## src/rtl/core/pse_pkg.sv

```systemverilog
package pse_pkg;

  // Gaps at or below this many microseconds are treated as a restart.
  localparam int MIN_GAP_US = 100;

  // Shared multiplier operand width, product is twice as wide.
  localparam int MUL_W = 34;

  // Divider: dividend magnitude bits and divisor bits.
  localparam int DIV_NW = 58;
  localparam int DIV_DW = 34;

  // CORDIC vector and angle widths.
  localparam int CORDIC_XW = 40;
  localparam int CORDIC_ZW = 34;
  localparam logic signed [CORDIC_XW-1:0] CORDIC_X0 = 40'sd652032874;
  localparam logic signed [CORDIC_ZW-1:0] QUARTER = 34'sd1073741824;

  // Configuration register indexes.
  localparam logic [2:0] CFG_POSE_TC  = 3'd0;
  localparam logic [2:0] CFG_VEL_TAU  = 3'd1;
  localparam logic [2:0] CFG_MAX_GAP  = 3'd2;
  localparam logic [2:0] CFG_HDG_OFF  = 3'd3;
  localparam logic [2:0] CFG_VEL_EN   = 3'd4;

  localparam logic [23:0] MAX_GAP_FLOOR = 24'd20000;

  // Arctangent of 2^-i as a 32-bit binary angle.
  function automatic logic [29:0] atan_entry(input logic [4:0] idx);
    case (idx)
      5'd0:  return 30'd536870912;
      5'd1:  return 30'd316933406;
      5'd2:  return 30'd167458907;
      5'd3:  return 30'd85004756;
      5'd4:  return 30'd42667331;
      5'd5:  return 30'd21354465;
      5'd6:  return 30'd10679838;
      5'd7:  return 30'd5340245;
      5'd8:  return 30'd2670163;
      5'd9:  return 30'd1335087;
      5'd10: return 30'd667544;
      5'd11: return 30'd333772;
      5'd12: return 30'd166886;
      5'd13: return 30'd83443;
      5'd14: return 30'd41722;
      5'd15: return 30'd20861;
      5'd16: return 30'd10430;
      5'd17: return 30'd5215;
      5'd18: return 30'd2608;
      5'd19: return 30'd1304;
      5'd20: return 30'd652;
      5'd21: return 30'd326;
      5'd22: return 30'd163;
      5'd23: return 30'd81;
      default: return 30'd0;
    endcase
  endfunction

  function automatic logic signed [31:0] sat32(input logic signed [67:0] v);
    if (v > 68'sd2147483647) begin
      return 32'sh7FFFFFFF;
    end else if (v < -68'sd2147483648) begin
      return 32'sh80000000;
    end else begin
      return v[31:0];
    end
  endfunction

  function automatic logic signed [15:0] q30_to_q15(input logic signed [39:0] v);
    logic signed [39:0] t;
    t = (v + 40'sd16384) >>> 15;
    if (t > 40'sd32767) begin
      return 16'sh7FFF;
    end else if (t < -40'sd32768) begin
      return 16'sh8000;
    end else begin
      return t[15:0];
    end
  endfunction

endpackage

```

## src/rtl/core/pse_div.sv

```systemverilog
module pse_div (
  input  logic                                 clk,
  input  logic                                 rst,
  input  logic                                 start,
  input  logic signed [pse_pkg::DIV_NW:0]      num,
  input  logic [pse_pkg::DIV_DW-1:0]           den,
  output logic signed [pse_pkg::DIV_NW:0]      quo,
  output logic                                 done
);
  import pse_pkg::*;

  localparam int CW = $clog2(DIV_NW);

  logic [DIV_NW-1:0] dvd, mag;
  logic [DIV_DW-1:0] rem, den_r;
  logic [DIV_DW:0] r2;
  logic [CW-1:0] cnt;
  logic busy, neg, fits;

  assign mag  = num[DIV_NW] ? DIV_NW'(-num) : num[DIV_NW-1:0];
  assign r2   = {rem, dvd[DIV_NW-1]};
  assign fits = r2 >= {1'b0, den_r};

  always_ff @(posedge clk) begin
    if (rst) begin
      busy <= 1'b0;
      done <= 1'b0;
      cnt  <= '0;
    end else begin
      done <= 1'b0;
      if (start) begin
        busy <= 1'b1;
        cnt  <= '0;
      end else if (busy) begin
        if (cnt == CW'(DIV_NW - 1)) begin
          busy <= 1'b0;
          done <= 1'b1;
        end else begin
          cnt <= cnt + 1'b1;
        end
      end
    end
  end

  // Restoring division, one quotient bit per cycle; half the divisor is added
  // up front so the quotient rounds to nearest with halves away from zero.
  always_ff @(posedge clk) begin
    if (start) begin
      neg   <= num[DIV_NW];
      den_r <= den;
      rem   <= '0;
      dvd   <= mag + DIV_NW'(den >> 1);
    end else if (busy) begin
      rem <= fits ? DIV_DW'(r2 - {1'b0, den_r}) : r2[DIV_DW-1:0];
      dvd <= {dvd[DIV_NW-2:0], fits};
    end
  end

  assign quo = neg ? -signed'({1'b0, dvd}) : signed'({1'b0, dvd});

endmodule
```

## config.mk

```make
export PLATFORM = sky130hd
export DESIGN_NAME = pse_div
export DESIGN_NICKNAME = d
export VERILOG_FILES = /design/src/rtl/core/pse_pkg.sv /design/src/rtl/core/pse_div.sv
export SDC_FILE = /design/constraint.sdc
export NUM_CORES = 1
export LEC_CHECK = 0
export BUFFER_PORTS_ARGS = -buffer_cell sky130_fd_sc_hd__buf_2
export CELL_PAD_IN_SITES_DETAIL_PLACEMENT = 0
export CELL_PAD_IN_SITES_GLOBAL_PLACEMENT = 1
export CORE_ASPECT_RATIO = 2
export CORE_MARGIN = 2
export CORE_UTILIZATION = 32
export DETAILED_ROUTE_END_ITERATION = 16
export PLACE_DENSITY_LB_ADDON = 0.1
export SYNTH_ARGS = -nofsm -noshare
export SYNTH_HDL_FRONTEND = slang
export SYNTH_SLANG_ARGS = --single-unit
```

## constraint.sdc

```tcl
create_clock -name clk -period 6.95 [get_ports clk]
set_input_delay 1.0425 -clock clk [delete_from_list [all_inputs] [get_ports clk]]
set_output_delay 1.0425 -clock clk [all_outputs]
set_load 0.02 [all_outputs]
```

# Word-level counts from Yosys, hierarchy flattened
# Index checks and enable logic that the tools add are counted.
# totals
regBits	135
inputBits	96
elab_cells	29
# classes
n_addsub	5
order_cmp	1
n_eq_ne	1
muxes	9
bitwise	2
reduce_logical	4
# ops
cell	count
$mux W58	3
$mux W59	1
$neg A58 Y59	1
$add A58 B33 Y58	1
$neg A58 Y58	1
$ge A35 B34 Y1	1
$mux W34	1
$sub A34 B34 Y34	1
$add A6 B1 Y6 const B	1
$eq A6 B6 Y1 const B	1
$mux W1	4
$reduce_or A3 Y1	1
$not A1 Y1	2
$reduce_and A2 Y1	1
$reduce_bool A2 Y1	1
$reduce_or A2 Y1	1

# Depth between registers and ports, before layout
# depth
word_depth	4
mapped_depth	19

# Worst setup path before layout
# Ideal clock, no wire load.
# synth_path
kind	input -> register
from	input num[4] (netlist name)
to	register dvd[49], data pin
arrival_ps	4877
required_ps	6678
path_slack_ps	1801
path_stages	15
n_path_buf	0
cell_sequence	nor4_2 -> nand3_1 -> or4_2 -> nand2b_1 -> or3_1 -> o31ai_1 -> xnor2_1 -> ha_1 -> and3_1 -> nand3_1 -> nor2_1 -> a21oi_1 -> a311oi_2 -> nor2_1 -> or4b_1
# synth_via
elab_chain_cells	4
# synth_lines
element	line	text
start: declaration	pse_div.sv:5	input logic signed [pse_pkg::DIV_NW:0] num,
$neg A58 Y58	pse_div.sv:20	assign mag = num[DIV_NW] ? DIV_NW'(-num) : num[DIV_NW-1:0];
$mux W58 (*)	pse_div.sv:20	
$add A58 B33 Y58 (*)	pse_div.sv:52	dvd <= mag + DIV_NW'(den >> 1);
$mux W58 (*)	pse_div.sv:48	if (start) begin
end signal: assignment	pse_div.sv:52	
end signal: assignment	pse_div.sv:55	dvd <= {dvd[DIV_NW-2:0], fits};
end: declaration	pse_div.sv:14	logic [DIV_NW-1:0] dvd, mag;
# Mark *: on every way between the ends. The rest lies on a longest branch, timed or not.
# A chain may end at the register's enable or synchronous reset.

# Final worst setup path
# layout_path
from	register dvd[15]
to	output quo[55] (netlist name)
# layout_via
elab_chain_cells	2
# layout_lines
element	line	text
$neg A58 Y59	pse_div.sv:59	assign quo = neg ? -signed'({1'b0, dvd}) : signed'({1'b0, dvd});
$mux W59	pse_div.sv:59	
end: declaration	pse_div.sv:7	output logic signed [pse_pkg::DIV_NW:0] quo,
# No other way between the ends.

==> key figures <==
Status
  – Status: completed

Clock tree
  – Post-CTS setup buffer count: 0
  – Worst-path clk slew: 0.06 ns
  – Clock Sinks: 135
  – Hold buffer count at cts: 0
  – CTS tree: yes
  – Number of buffers created by CTS: 17
  – Clk Latency, worst-skew pair: 0.45 ns
  – Htree depth: 4
  – Clk root buf: clkbuf_16
  – Post-CTS Resized: 0
  – Clock Path Buffers: 2

Synth
  – Cell variety after synth: 87
  – Cell taking the most area after synthesis: edfxtp_1
  – Synthesized Nets: 1611
  – Register area share after synthesis: 0.294
  – Yosys warning count: 0
  – Synth top area share: 0.226
  – Synth Instances: 1441
  – Cell with the most instances after synthesis: nand2_1
  – Main flop type after synthesis: edfxtp_1
  – Mapped cell area: 12400 sq um
  – Flops & latches, synth: 135
  – Mean Syn Cell Area: 8.57 sq um
  – Post-synth EDFFs: 93
  – Commonest cells in the synthesized netlist: nand2_1, xnor2_1, nor2_1
  – Post-synth ARST share: 0
  – Top post-synthesis cells by area: edfxtp_1, xnor2_1, ha_1

Floorplanning
  – Die area: 40300 sq um
  – Num ports: 156
  – Die Ht: 282 microns
  – Site Rows: 101
  – Core area: 38000 sq um
  – Starting density of the core: 0.325
  – Chip width: 143 microns

Placement
  – Hpwl dp: 37.0 mm
  – Port bufs: 155
  – Placer Congestion: 0.890
  – Placed Instance Area: 13600 sq um

GRT
  – Initial antenna violation count: 3
  – Pin count of the biggest net entering global routing: 60
  – Total grt overflow: 0
  – Global-route wire length before repair: 69.5 mm
  – GRT Total Usage: 0.229
  – Vias in the first global route: 12125

Timing
  – Max-slew violations: 0
  – Part of the cycle the worst path needs: 0.838
  – Final Hold Vio Count: 0
  – Slew at the pin closest to its max-slew limit: 0.904 ns
  – Fin Setup TNS: 0 ns
  – Fin Clk Skew: 0.00933 ns
  – Post-route minimum period: 5.82 ns
  – Highest clock rate: 172 MHz
  – RSZ-0062 raised after global routing: false
  – Final setup viols: 0
  – Relative slew margins: 0.397

Layout
  – # fillers: 3934
  – Final Cell Area: 14200 sq um
  – Ant diodes: 0
  – Fin nets: 1744
  – Syn-to-layout area delta: 14.9%
  – Share of cells above drive strength 1: 0.171

Setup path
  – Worst setup EP type: output port
  – CP Launch Type: register
  – Critical Path RT: 5.91 ns
  – CP Max Fanout: 7
  – Worst Path Arrival: 4.78 ns
  – Setup Crit Path Kind: reg -> out

Route
  – Vias: 11594
  – 1st-iter DRT viols: 551
  – Routed wire per std cell: 21.9 microns
  – Vias per cell: 5.52
  – WL final: 46.0 mm
  – Drt pass-1 iters: 5
  – Drt drc: 0
  – Antenna viol nets, final: 0

Power and ir drop
  – Worst vdd ir: 148 uV
  – Pwr dens: 217 nW/um^2
  – Pleak: 5.62 nW

Min path
  – Hold Path Class: reg -> reg

Job
  – Max cap viols: 0
==> report_power, final <==
| group | internal [mW] | leakage [nW] | switching (mW) |
|---|---|---|---|
| clock | 0.501 | 0.283 | 0.403 |
| combinational | 0.422 | 4.06 | 0.683 |
| sequential | 0.972 | 1.27 | 0.0967 |
==> flip-flops by register name, indices dropped and copies added, names as in the netlist <==
name and cells:
rem 34, neg 1, done 1, den_r 34, cnt 6, busy 1
dvd 58
==> per-stage QoR <==
step	cells	util	hold slack, ns	setup slack (ns)	total power [mW]
2_1_floorplan	1441	-	0.449	1.80	1.80
3_3_place_gp	2070	0.358	0.468	1.12	2.20
3_5_place_dp	2070	0.358	0.481	1.11	2.19
4_1_cts	2102	0.373	0.490	0.959	3.11
5_1_grt	2102	0.373	0.519	0.881	3.24
6_report	2102	0.373	0.487	1.13	3.08
==> layer usage <==
| layer | up-vias | global-route usage | wire [microns] |
|---|---|---|---|
| met2 | 243 | 0.474 | 27100 |
| met1 | 5589 | 0.218 | 15800 |
| met4 | 2 | 0.102 | 1870 |
| met5 | - | 0 | 9 |
| met3 | 86 | 0.0258 | 1250 |
| li1 | 5674 | - | - |
==> critical path, stage by stage (launching register included) <==
cell	delay (ns)
edfxtp_1	0.43
or4_1	0.63
nor4_2	0.32
nand4b_1	0.58
or3_1	0.65
nand2b_1	0.24
or3_1	0.47
or3_1	0.42
o31ai_1	0.25
xnor2_1	0.15
buf_2	0.18
==> cell type report <==
class	count	area (sq um)	share of cell area
clock buffer	20	478	0.0337
multi-input combinational	1178	8170	0.575
timing repair buffer	176	936	0.0659
sequential	135	3630	0.256
clock inverter	12	90.1	0.00635
tap	515	644	0.0454
inverter	66	248	0.0175
==> cell usage in the layout, fill, tap and decap left out, drive strengths merged, types with 21 or more instances in the layout <==
cell / instances
dfxtp: 42
xor2: 37
xnor2: 121
nand2: 130
or4: 22
nor2: 111
inv: 71
o21ai: 82
nor3: 33
a211oi: 21
ha: 72
buf: 176
a21oi: 81
edfxtp: 93
or3: 27
nand3: 36
o41ai: 28
o31ai: 59
nor4: 23
a21o: 40
==> path summary, 6_finish.rpt <==
check | start | endpoint | slack, ns | cells after the start
max | dvd[15] | quo[55] | 1.13 | 10
min | cnt[5] | done | 0.49 | 2
max reg2reg | dvd[57] | rem[5] | 2.50 | 12
min reg2reg | cnt[5] | done | 0.49 | 2
==> logic make-up (layout without fill, tap and decap cells) <==
logic type / after synthesis / count (layout) / share of synthesized area
compound gates: 423 / 423 / 0.236
xor+xnor: 158 / 158 / 0.112
fa+ha+maj: 74 / 74 / 0.0762
buf+inv: 128 / 274 / 0.0462
flops: 135 / 135 / 0.294
mux: 27 / 27 / 0.0237
simple gates: 496 / 496 / 0.212
No activity file was read; power rests on OpenSTA's default activity.
